<file path="config.mk">
export PLATFORM = sky130hd
export DESIGN_NAME = poly_voice_allocator_top
export DESIGN_NICKNAME = d
export VERILOG_FILES = /design/src/hw/rtl/pva_pkg.sv /design/src/hw/rtl/poly_voice_allocator_top.sv /design/src/hw/rtl/pva_cell.sv /design/src/hw/rtl/pva_ctrl.sv
export SDC_FILE = /design/constraint.sdc
export NUM_CORES = 1
export LEC_CHECK = 0
export ABC_AREA = 0
export BUFFER_PORTS_ARGS = -buffer_cell sky130_fd_sc_hd__buf_2
export CAP_MARGIN = 5
export CORE_ASPECT_RATIO = 0.6
export CORE_MARGIN = 1
export CORE_UTILIZATION = 57
export DETAILED_ROUTE_END_ITERATION = 12
export PLACE_DENSITY = 0.76
export REMOVE_ABC_BUFFERS = 1
export SLEW_MARGIN = 40
export SYNTH_ARGS = -nofsm -noshare
export SYNTH_HDL_FRONTEND = slang
export SYNTH_SLANG_ARGS = --single-unit
</file>
<file path="constraint.sdc">
create_clock -name clk -period 2.58 [get_ports clk]
set_clock_uncertainty 0.1 [all_clocks]
set_input_delay 0.258 -clock clk [delete_from_list [all_inputs] [get_ports clk]]
set_output_delay 0.258 -clock clk [all_outputs]
set_load 0.02 [all_outputs]
</file>
<file path="src/hw/rtl/pva_pkg.sv">
`default_nettype none

package pva_pkg;

	// Pool size and age stamp width
	localparam int NUM_VOICES = 8;
	localparam int AGE_BITS   = 32;
	localparam int VOICE_W    = (NUM_VOICES > 1) ? $clog2(NUM_VOICES) : 1;

	// Result masks cover voices 0..7 only
	localparam int OUT_MASK_W = 8;
	localparam int MASK_N     = (NUM_VOICES < OUT_MASK_W) ? NUM_VOICES : OUT_MASK_W;

	// Operation codes
	localparam logic [1:0] OP_NOTE_ON  = 2'd0;
	localparam logic [1:0] OP_NOTE_OFF = 2'd1;
	localparam logic [1:0] OP_FINISH   = 2'd2;

	// Search wave that walks the voice chain, one cell per cycle
	typedef struct packed {
		logic                valid;
		logic                same_hit;
		logic [VOICE_W-1:0]  same_idx;
		logic                free_hit;
		logic [VOICE_W-1:0]  free_idx;
		logic                min_hit;
		logic [AGE_BITS-1:0] min_age;
		logic [VOICE_W-1:0]  min_idx;
	} pva_sweep_t;

	typedef enum logic [1:0] {
		CMD_NONE,
		CMD_ASSIGN,
		CMD_RELEASE,
		CMD_FINISH
	} pva_cmd_kind_t;

	// Update broadcast to every cell
	typedef struct packed {
		pva_cmd_kind_t       kind;
		logic [6:0]          note;
		logic [AGE_BITS-1:0] age;
		logic [VOICE_W-1:0]  idx;
	} pva_cmd_t;

endpackage

`default_nettype wire

</file>
<file path="src/hw/rtl/poly_voice_allocator_top.sv">
`default_nettype none

// Polyphonic voice allocator. Each beat on the input carries one event (note on, note off or
// envelope finished) and produces exactly one result beat. A note on with nonzero velocity
// sends a search record down a chain of NUM_VOICES voice cells, one cell per cycle, to find
// the voice (same active note, else lowest free voice, else smallest age stamp) before the
// update is applied; every other event goes straight to the apply step. One event is in
// flight at a time; a finished result waits in an output register, so the next event may be
// taken before the previous result is collected.
module poly_voice_allocator_top
	import pva_pkg::*;
(
	input  wire logic                  clk,
	input  wire logic                  arst_n,
	input  wire logic                  in_valid,
	output logic                       in_ready,
	input  wire logic [1:0]            operation,
	input  wire logic [6:0]            note_number,
	input  wire logic [6:0]            note_velocity,
	input  wire logic [2:0]            finished_voice,
	output logic                       out_valid,
	input  wire logic                  out_ready,
	output logic [2:0]                 chosen_voice,
	output logic                       voice_assigned,
	output logic                       was_stolen,
	output logic                       same_note_retrigger,
	output logic [OUT_MASK_W-1:0]      released_mask,
	output logic [OUT_MASK_W-1:0]      active_mask,
	output logic [OUT_MASK_W-1:0]      gate_mask
);

	pva_sweep_t            chain [NUM_VOICES+1];
	pva_cmd_t              cmd;
	logic [NUM_VOICES-1:0] active_vec;
	logic [NUM_VOICES-1:0] gate_vec;
	logic [NUM_VOICES-1:0] release_vec;

	pva_ctrl u_ctrl (
		.clk                 (clk),
		.arst_n              (arst_n),
		.in_valid            (in_valid),
		.in_ready            (in_ready),
		.operation           (operation),
		.note_number         (note_number),
		.note_velocity       (note_velocity),
		.finished_voice      (finished_voice),
		.out_valid           (out_valid),
		.out_ready           (out_ready),
		.chosen_voice        (chosen_voice),
		.voice_assigned      (voice_assigned),
		.was_stolen          (was_stolen),
		.same_note_retrigger (same_note_retrigger),
		.released_mask       (released_mask),
		.active_mask         (active_mask),
		.gate_mask           (gate_mask),
		.sweep_launch        (chain[0]),
		.sweep_tail          (chain[NUM_VOICES]),
		.cmd                 (cmd),
		.active_vec          (active_vec),
		.gate_vec            (gate_vec),
		.release_vec         (release_vec)
	);

	// Row of voice cells, each passing the search record to its neighbour
	for (genvar i = 0; i < NUM_VOICES; i++) begin : g_voice
		pva_cell u_cell (
			.clk         (clk),
			.arst_n      (arst_n),
			.cell_idx    (VOICE_W'(i)),
			.sweep_in    (chain[i]),
			.sweep_out   (chain[i+1]),
			.cmd         (cmd),
			.active      (active_vec[i]),
			.gate        (gate_vec[i]),
			.release_hit (release_vec[i])
		);
	end

endmodule

`default_nettype wire

</file>
<file path="src/hw/rtl/pva_cell.sv">
`default_nettype none

module pva_cell
	import pva_pkg::*;
(
	input  wire logic                clk,
	input  wire logic                arst_n,
	input  wire logic [VOICE_W-1:0]  cell_idx,
	input  wire pva_sweep_t          sweep_in,
	output pva_sweep_t               sweep_out,
	input  wire pva_cmd_t            cmd,
	output logic                     active,
	output logic                     gate,
	output logic                     release_hit
);

	logic                active_q;
	logic                gate_q;
	logic [6:0]          note_q;
	logic [AGE_BITS-1:0] age_q;
	pva_sweep_t          sweep_q;
	pva_sweep_t          sweep_d;
	logic                note_match;
	logic                idx_match;

	assign note_match = (note_q == cmd.note);
	assign idx_match  = (cmd.idx == cell_idx);

	// Fold this voice into the passing search record
	always_comb begin
		sweep_d = sweep_in;
		if (!sweep_in.same_hit && active_q && note_match) begin
			sweep_d.same_hit = 1'b1;
			sweep_d.same_idx = cell_idx;
		end
		if (!sweep_in.free_hit && !active_q) begin
			sweep_d.free_hit = 1'b1;
			sweep_d.free_idx = cell_idx;
		end
		if (!sweep_in.min_hit || (age_q < sweep_in.min_age)) begin
			sweep_d.min_hit = 1'b1;
			sweep_d.min_age = age_q;
			sweep_d.min_idx = cell_idx;
		end
	end

	// Hand the record to the next cell
	always_ff @(posedge clk or negedge arst_n) begin
		if (!arst_n) begin
			sweep_q <= '0;
		end else begin
			sweep_q <= sweep_d;
		end
	end

	// Flags of this voice
	always_ff @(posedge clk or negedge arst_n) begin
		if (!arst_n) begin
			active_q <= 1'b0;
			gate_q   <= 1'b0;
		end else begin
			case (cmd.kind)
				CMD_ASSIGN: begin
					if (idx_match) begin
						active_q <= 1'b1;
						gate_q   <= 1'b1;
					end
				end
				CMD_RELEASE: begin
					if (active_q && note_match) begin
						gate_q <= 1'b0;
					end
				end
				CMD_FINISH: begin
					if (idx_match) begin
						active_q <= 1'b0;
					end
				end
				default: begin
				end
			endcase
		end
	end

	// Note and age stamp of this voice
	always_ff @(posedge clk or negedge arst_n) begin
		if (!arst_n) begin
			note_q <= '0;
			age_q  <= '0;
		end else if (cmd.kind == CMD_ASSIGN && idx_match) begin
			note_q <= cmd.note;
			age_q  <= cmd.age;
		end
	end

	assign release_hit = (cmd.kind == CMD_RELEASE) && active_q && gate_q && note_match;
	assign sweep_out   = sweep_q;
	assign active      = active_q;
	assign gate        = gate_q;

endmodule

`default_nettype wire

</file>
<file path="src/hw/rtl/pva_ctrl.sv">
`default_nettype none

module pva_ctrl
	import pva_pkg::*;
(
	input  wire logic                  clk,
	input  wire logic                  arst_n,
	input  wire logic                  in_valid,
	output logic                       in_ready,
	input  wire logic [1:0]            operation,
	input  wire logic [6:0]            note_number,
	input  wire logic [6:0]            note_velocity,
	input  wire logic [2:0]            finished_voice,
	output logic                       out_valid,
	input  wire logic                  out_ready,
	output logic [2:0]                 chosen_voice,
	output logic                       voice_assigned,
	output logic                       was_stolen,
	output logic                       same_note_retrigger,
	output logic [OUT_MASK_W-1:0]      released_mask,
	output logic [OUT_MASK_W-1:0]      active_mask,
	output logic [OUT_MASK_W-1:0]      gate_mask,
	output pva_sweep_t                 sweep_launch,
	input  wire pva_sweep_t            sweep_tail,
	output pva_cmd_t                   cmd,
	input  wire logic [NUM_VOICES-1:0] active_vec,
	input  wire logic [NUM_VOICES-1:0] gate_vec,
	input  wire logic [NUM_VOICES-1:0] release_vec
);

	typedef enum logic [1:0] {
		ST_IDLE,
		ST_SWEEP,
		ST_APPLY,
		ST_REPORT
	} state_t;

	state_t                  state_q;
	logic                    launch_q;
	logic [1:0]              op_q;
	logic [6:0]              note_q;
	logic                    vel_nz_q;
	logic [2:0]              fin_q;
	logic [VOICE_W-1:0]      pick_q;
	logic                    assign_q;
	logic                    stolen_q;
	logic                    retrig_q;
	logic [NUM_VOICES-1:0]   released_q;
	logic [AGE_BITS-1:0]     age_count_q;
	logic                    out_valid_q;
	logic [2:0]              chosen_q;
	logic                    assigned_q;
	logic                    was_stolen_q;
	logic                    retrigger_q;
	logic [OUT_MASK_W-1:0]   released_mask_q;
	logic [OUT_MASK_W-1:0]   active_mask_q;
	logic [OUT_MASK_W-1:0]   gate_mask_q;
	logic                    accept;
	logic                    is_assign_in;
	logic                    fin_in_range;

	function automatic logic [OUT_MASK_W-1:0] to_mask(input logic [NUM_VOICES-1:0] v);
		logic [OUT_MASK_W-1:0] r;
		r = '0;
		r[MASK_N-1:0] = v[MASK_N-1:0];
		return r;
	endfunction

	assign in_ready     = (state_q == ST_IDLE);
	assign accept       = in_valid && in_ready;
	assign is_assign_in = (operation == OP_NOTE_ON) && (note_velocity != 7'd0);
	assign fin_in_range = (32'(fin_q) < NUM_VOICES);

	// Start the search wave at the head of the chain
	always_comb begin
		sweep_launch       = '0;
		sweep_launch.valid = launch_q;
	end

	// Broadcast update during the apply cycle
	always_comb begin
		cmd      = '0;
		cmd.note = note_q;
		cmd.age  = age_count_q;
		cmd.idx  = pick_q;
		if (state_q == ST_APPLY) begin
			case (op_q)
				OP_NOTE_ON: begin
					cmd.kind = vel_nz_q ? CMD_ASSIGN : CMD_RELEASE;
				end
				OP_NOTE_OFF: begin
					cmd.kind = CMD_RELEASE;
				end
				OP_FINISH: begin
					cmd.kind = fin_in_range ? CMD_FINISH : CMD_NONE;
					cmd.idx  = VOICE_W'(fin_q);
				end
				default: begin
					cmd.kind = CMD_NONE;
				end
			endcase
		end
	end

	// Sequencer and result register
	always_ff @(posedge clk or negedge arst_n) begin
		if (!arst_n) begin
			state_q         <= ST_IDLE;
			launch_q        <= 1'b0;
			op_q            <= OP_NOTE_ON;
			note_q          <= '0;
			vel_nz_q        <= 1'b0;
			fin_q           <= '0;
			pick_q          <= '0;
			assign_q        <= 1'b0;
			stolen_q        <= 1'b0;
			retrig_q        <= 1'b0;
			released_q      <= '0;
			age_count_q     <= '0;
			out_valid_q     <= 1'b0;
			chosen_q        <= '0;
			assigned_q      <= 1'b0;
			was_stolen_q    <= 1'b0;
			retrigger_q     <= 1'b0;
			released_mask_q <= '0;
			active_mask_q   <= '0;
			gate_mask_q     <= '0;
		end else begin
			launch_q <= accept && is_assign_in;
			// Raise the result beat when loaded, drop it once taken
			if (state_q == ST_REPORT && (!out_valid_q || out_ready)) begin
				out_valid_q <= 1'b1;
			end else if (out_valid_q && out_ready) begin
				out_valid_q <= 1'b0;
			end
			case (state_q)
				ST_IDLE: begin
					if (accept) begin
						op_q       <= operation;
						note_q     <= note_number;
						vel_nz_q   <= (note_velocity != 7'd0);
						fin_q      <= finished_voice;
						pick_q     <= '0;
						assign_q   <= is_assign_in;
						stolen_q   <= 1'b0;
						retrig_q   <= 1'b0;
						released_q <= '0;
						if (is_assign_in) begin
							state_q  <= ST_SWEEP;
						end else begin
							state_q <= ST_APPLY;
						end
					end
				end
				ST_SWEEP: begin
					// Pick: same note, then free voice, then oldest
					if (sweep_tail.valid) begin
						if (sweep_tail.same_hit) begin
							pick_q <= sweep_tail.same_idx;
						end else if (sweep_tail.free_hit) begin
							pick_q <= sweep_tail.free_idx;
						end else begin
							pick_q <= sweep_tail.min_idx;
						end
						retrig_q <= sweep_tail.same_hit;
						stolen_q <= !sweep_tail.same_hit && !sweep_tail.free_hit;
						state_q  <= ST_APPLY;
					end
				end
				ST_APPLY: begin
					released_q <= release_vec;
					if (cmd.kind == CMD_ASSIGN) begin
						age_count_q <= age_count_q + 1'b1;
					end
					state_q <= ST_REPORT;
				end
				ST_REPORT: begin
					// Hold until the result register is free
					if (!out_valid_q || out_ready) begin
						chosen_q        <= 3'(pick_q);
						assigned_q      <= assign_q;
						was_stolen_q    <= stolen_q;
						retrigger_q     <= retrig_q;
						released_mask_q <= to_mask(released_q);
						active_mask_q   <= to_mask(active_vec);
						gate_mask_q     <= to_mask(gate_vec);
						state_q         <= ST_IDLE;
					end
				end
				default: begin
					state_q <= ST_IDLE;
				end
			endcase
		end
	end

	assign out_valid           = out_valid_q;
	assign chosen_voice        = chosen_q;
	assign voice_assigned      = assigned_q;
	assign was_stolen          = was_stolen_q;
	assign same_note_retrigger = retrigger_q;
	assign released_mask       = released_mask_q;
	assign active_mask         = active_mask_q;
	assign gate_mask           = gate_mask_q;

`ifndef ASSERT_OFF
	a_tail_only_in_sweep: assert property (@(posedge clk) disable iff (!arst_n)
		sweep_tail.valid |-> (state_q == ST_SWEEP))
		else $error("search wave left the chain outside a sweep");

	a_steal_xor_retrig: assert property (@(posedge clk) disable iff (!arst_n)
		!(stolen_q && retrig_q))
		else $error("voice both stolen and retriggered");

	a_age_advance: assert property (@(posedge clk) disable iff (!arst_n)
		(state_q == ST_APPLY && cmd.kind == CMD_ASSIGN) |=>
		(age_count_q == AGE_BITS'($past(age_count_q) + 1'b1)))
		else $error("age count did not advance after an assignment");

	a_assign_no_release: assert property (@(posedge clk) disable iff (!arst_n)
		(out_valid_q && assigned_q) |-> (released_mask_q == '0))
		else $error("assignment reported a released voice");
`endif

endmodule

`default_nettype wire
</file>
==> flow_metrics.env <==
export IMPL_status="complete, but fails checks"
export IMPL_violations="negative setup slack"
export IMPL_grt_max_degree=83
export IMPL_slew_headroom=0.471
export IMPL_grt_use_total=0.259
export IMPL_swShare=0.212
export IMPL_ant_nets=0
export IMPL_p_comb_frac=0.025
export IMPL_postSynthAreaPerCell_um2=12.7
export IMPL_ys_seq_elements=727
export IMPL_cp_end_kind="register"
export IMPL_pwr_density_cell_nw_per_um2=566
export IMPL_yosysWarnings=0
export IMPL_peakVddDrop_uv=521
export IMPL_cts_tree="done"
export IMPL_clock_path_buffers=3
export IMPL_seqPwrFrac=0.522
export IMPL_timing_final_ws_setup_ns=-0.0164
export IMPL_area_growth_pct=16.9
export IMPL_dieArea_um2=58900
export IMPL_die_height_um=188
export IMPL_insertion_delay_ns=0.63
export IMPL_clkPwrFrac=0.452
export IMPL_root_buffer="clkbuf_16"
export IMPL_viasPerCell=5.68
export IMPL_die_w_um=313
export IMPL_grt_pass1_wl_um=119000
export IMPL_synth_flop_cell="dfrtp_1"
export IMPL_worstHoldPathType="primary input to async pin"
export IMPL_initial_utilization=0.584
export IMPL_synth_edf_count=0
export IMPL_report_final_hold_viol_count=0
export IMPL_synth_most_common_cell="dfrtp_1"
export IMPL_fin_tns_setup_ns=-0.0737
export IMPL_clock_sinks=727
export IMPL_nNetsFinal=3045
export IMPL_synth_distinct_cells=52
export IMPL_post_route_period_util=1.01
export IMPL_pre_cts_ws_ns=-0.184
export IMPL_drc=0
export IMPL_antenna_found_initial=1
export IMPL_crit_type="register to register"
export IMPL_power_internal_mw=17.2
export IMPL_dr_pass1_iters=5
export IMPL_ys_seq_area_frac=0.551
export IMPL_avgRoutedWirePerCell_um=21.6
export IMPL_clk_pin_slew_ns=0.07
export IMPL_cts_inserted_buffers=61
export IMPL_fp_row_count=67
export IMPL_maxCapViolations=0
export IMPL_n_fill_cell=3746
export IMPL_drt_iter0_markers=1593
export IMPL_post_route_cells_drive_above_1_share=0.349
export IMPL_leakagePower_nw=20.1
export IMPL_routed_wl_um=78100
export IMPL_syn_area_um2=33000
export IMPL_crit_fanout=6
export IMPL_yosys_area_top_type="dfrtp_1"
export IMPL_postSynthCellCount=2595
export IMPL_yosys_top_cells_area="dfrtp_1 55%, mux2_2 17%, ha_1 8.6%, inv_1 2.7%, mux2_4 1.8%"
export IMPL_rsz0062_at_grt="true"
export IMPL_maxSlewViolCount=0
export IMPL_max_freq_mhz=385
export IMPL_crit_path_start_kind="register"
export IMPL_gp_congestion=0.901
export IMPL_setup_viol=8
export IMPL_synth_top_cell_area_share=0.551
export IMPL_r2r_slack_ns=-0.02
export IMPL_critPathRequiredTime_ns=2.99
export IMPL_critPathArrivalTime_ns=3.00
export IMPL_cts_htree_levels=2
export IMPL_min_period_ns=2.60
export IMPL_worstMarginPinSlew_ns=0.793
export IMPL_coreArea_um2=56500
export IMPL_grt_overflow=0
export IMPL_first_global_vias=20942
export IMPL_io_pins=55
export IMPL_dr_total_vias=20478
export IMPL_synthArstFlopShare=1.00
export IMPL_io_buffers=54
export IMPL_synth_commonest_cells="727 x dfrtp_1, 497 x mux2_2, 236 x inv_1, 228 x ha_1, 138 x nand2_1"
export IMPL_dp_hpwl_um=51800
export IMPL_switchingPower_mw=4.63
[cells by family (layout without fill, tap and decap cells)]
family | after synthesis | in the layout | synth area share
AOI/OAI and AO/OA | 286 | 286 | 0.0513
xor gates and xnor gates | 87 | 87 | 0.0231
adders and majority gates | 228 | 228 | 0.0864
buffers and inverters | 347 | 593 | 0.0439
DFF | 727 | 727 | 0.551
muxes | 543 | 543 | 0.190
other | 1 | 9 | 0.000114
and+or+nand+nor | 376 | 376 | 0.0546
[path summary, 6_finish.rpt]
check	start	to	cells after the start
min in group clk	g_voice[3].u_cell.sweep_out[44]$_DFF_PN0_	g_voice[4].u_cell.sweep_out[44]$_DFF_PN0_	0
max in group asynchronous	arst_n	u_ctrl.released_mask[7]$_DFFE_PN0P_	3
worst max-delay path	g_voice[4].u_cell.sweep_out[10]$_DFF_PN0_	g_voice[5].u_cell.sweep_out[12]$_DFF_PN0_	10
worst min register to register	g_voice[3].u_cell.sweep_out[44]$_DFF_PN0_	g_voice[4].u_cell.sweep_out[44]$_DFF_PN0_	0
worst min-delay path	arst_n	g_voice[0].u_cell.age_q[10]$_DFFE_PN0P_	2
worst max register to register	g_voice[4].u_cell.sweep_out[10]$_DFF_PN0_	g_voice[5].u_cell.sweep_out[12]$_DFF_PN0_	10
[metal layers]
| layer | up-vias | routed length [µm] | global-route usage |
|---|---|---|---|
| met5 | - | 0 | 0 |
| met4 | 0 | 943 | 0.0454 |
| met3 | 90 | 5680 | 0.0565 |
| met2 | 554 | 32900 | 0.353 |
| met1 | 10539 | 38600 | 0.422 |
| li1 | 9295 | - | - |
[layout make-up]
cell class                      count  area (µm²)  share of cell area
Antenna cell                        2        5.00            0.000130
Clock inverter                     27         305             0.00791
Sequential cell                   727       18200               0.471
Inverter                          236         886              0.0229
Clock buffer                       89        1860              0.0483
Timing Repair Buffer              241        2430              0.0629
Tap cell                          759         950              0.0246
Multi-Input combinational cell   1527       14000               0.362
[repair_timing]
item	CTS	global route
setup buffers	5	18
resized for setup	35	120
hold endpoints to repair	598	0
setup endpoints to repair	518	311
pin swaps	14	39
hold buffers	17	0
gates cloned	7	11
[layout by cell type (no fill, tap or decap), types with 24 or more instances in the layout]
| cell | n |
|---|---|
| a21oi_1 | 87 |
| ha_1 | 214 |
| o21ai_0 | 67 |
| mux2_2 | 494 |
| buf_4 | 111 |
| clkbuf_16 | 73 |
| o21ai_1 | 25 |
| xor2_1 | 49 |
| mux2_4 | 42 |
| inv_1 | 229 |
| nand4_1 | 24 |
| or2_2 | 25 |
| buf_12 | 25 |
| xnor2_1 | 38 |
| nor2_1 | 70 |
| nand2_1 | 133 |
| buf_2 | 53 |
| dfrtp_1 | 726 |
[registers in the layout, indices dropped and copies added, names as in the netlist, 2 cells and up]
register                  count
u_ctrl.gate_mask              8
u_ctrl.fin_q                  3
u_ctrl.op_q                   2
u_ctrl.age_count_q           32
u_ctrl.pick_q                 3
u_ctrl.active_mask            8
g_voice.u_cell.active         8
g_voice.u_cell.age_q        256
u_ctrl.released_mask          8
u_ctrl.note_q                 7
u_ctrl.state_q                2
g_voice.u_cell.sweep_out    306
u_ctrl.chosen_voice           3
g_voice.u_cell.note_q        56
g_voice.u_cell.gate           8
u_ctrl.released_q             8
[power groups by stage]
stage	Combinational (mW)	Clock (mW)	Sequential (mW)
4_1_cts	0.515	10.0	11.4
5_1_grt	0.614	10.5	11.4
2_1_floorplan	0.115	0	11.6
6_report	0.554	9.89	11.4
3_3_place_gp	0.457	0	11.6
3_5_place_dp	0.467	0	11.6
[stage by stage]
| step | power (mW) | cell area [µm²] | instances | hold slack, ns | util |
|---|---|---|---|---|---|
| 6_report | 21.9 | 38600 | 3608 | 0.0696 | 0.683 |
| 3_5_place_dp | 12.1 | 35100 | 3432 | 0.149 | 0.621 |
| 5_1_grt | 22.5 | 38600 | 3606 | 0.0813 | 0.683 |
| 3_3_place_gp | 12.1 | 35100 | 3432 | 0.141 | 0.621 |
| 4_1_cts | 21.9 | 37700 | 3577 | 0.0722 | 0.668 |
| 2_1_floorplan | 11.8 | 32500 | 2490 | -0.138 | - |
[worst max-delay path: stages (launching register included)]
cell       delay (ns)
dfrtp_1          0.38
inv_1            0.06
ha_1             0.31
a21oi_1          0.16
o21ai_0          0.10
a41oi_1          0.23
o21ai_2          0.14
a41oi_4          0.30
clkbuf_16        0.21
buf_6            0.14
mux2_2           0.35
(Power assumes the default switching activity.)
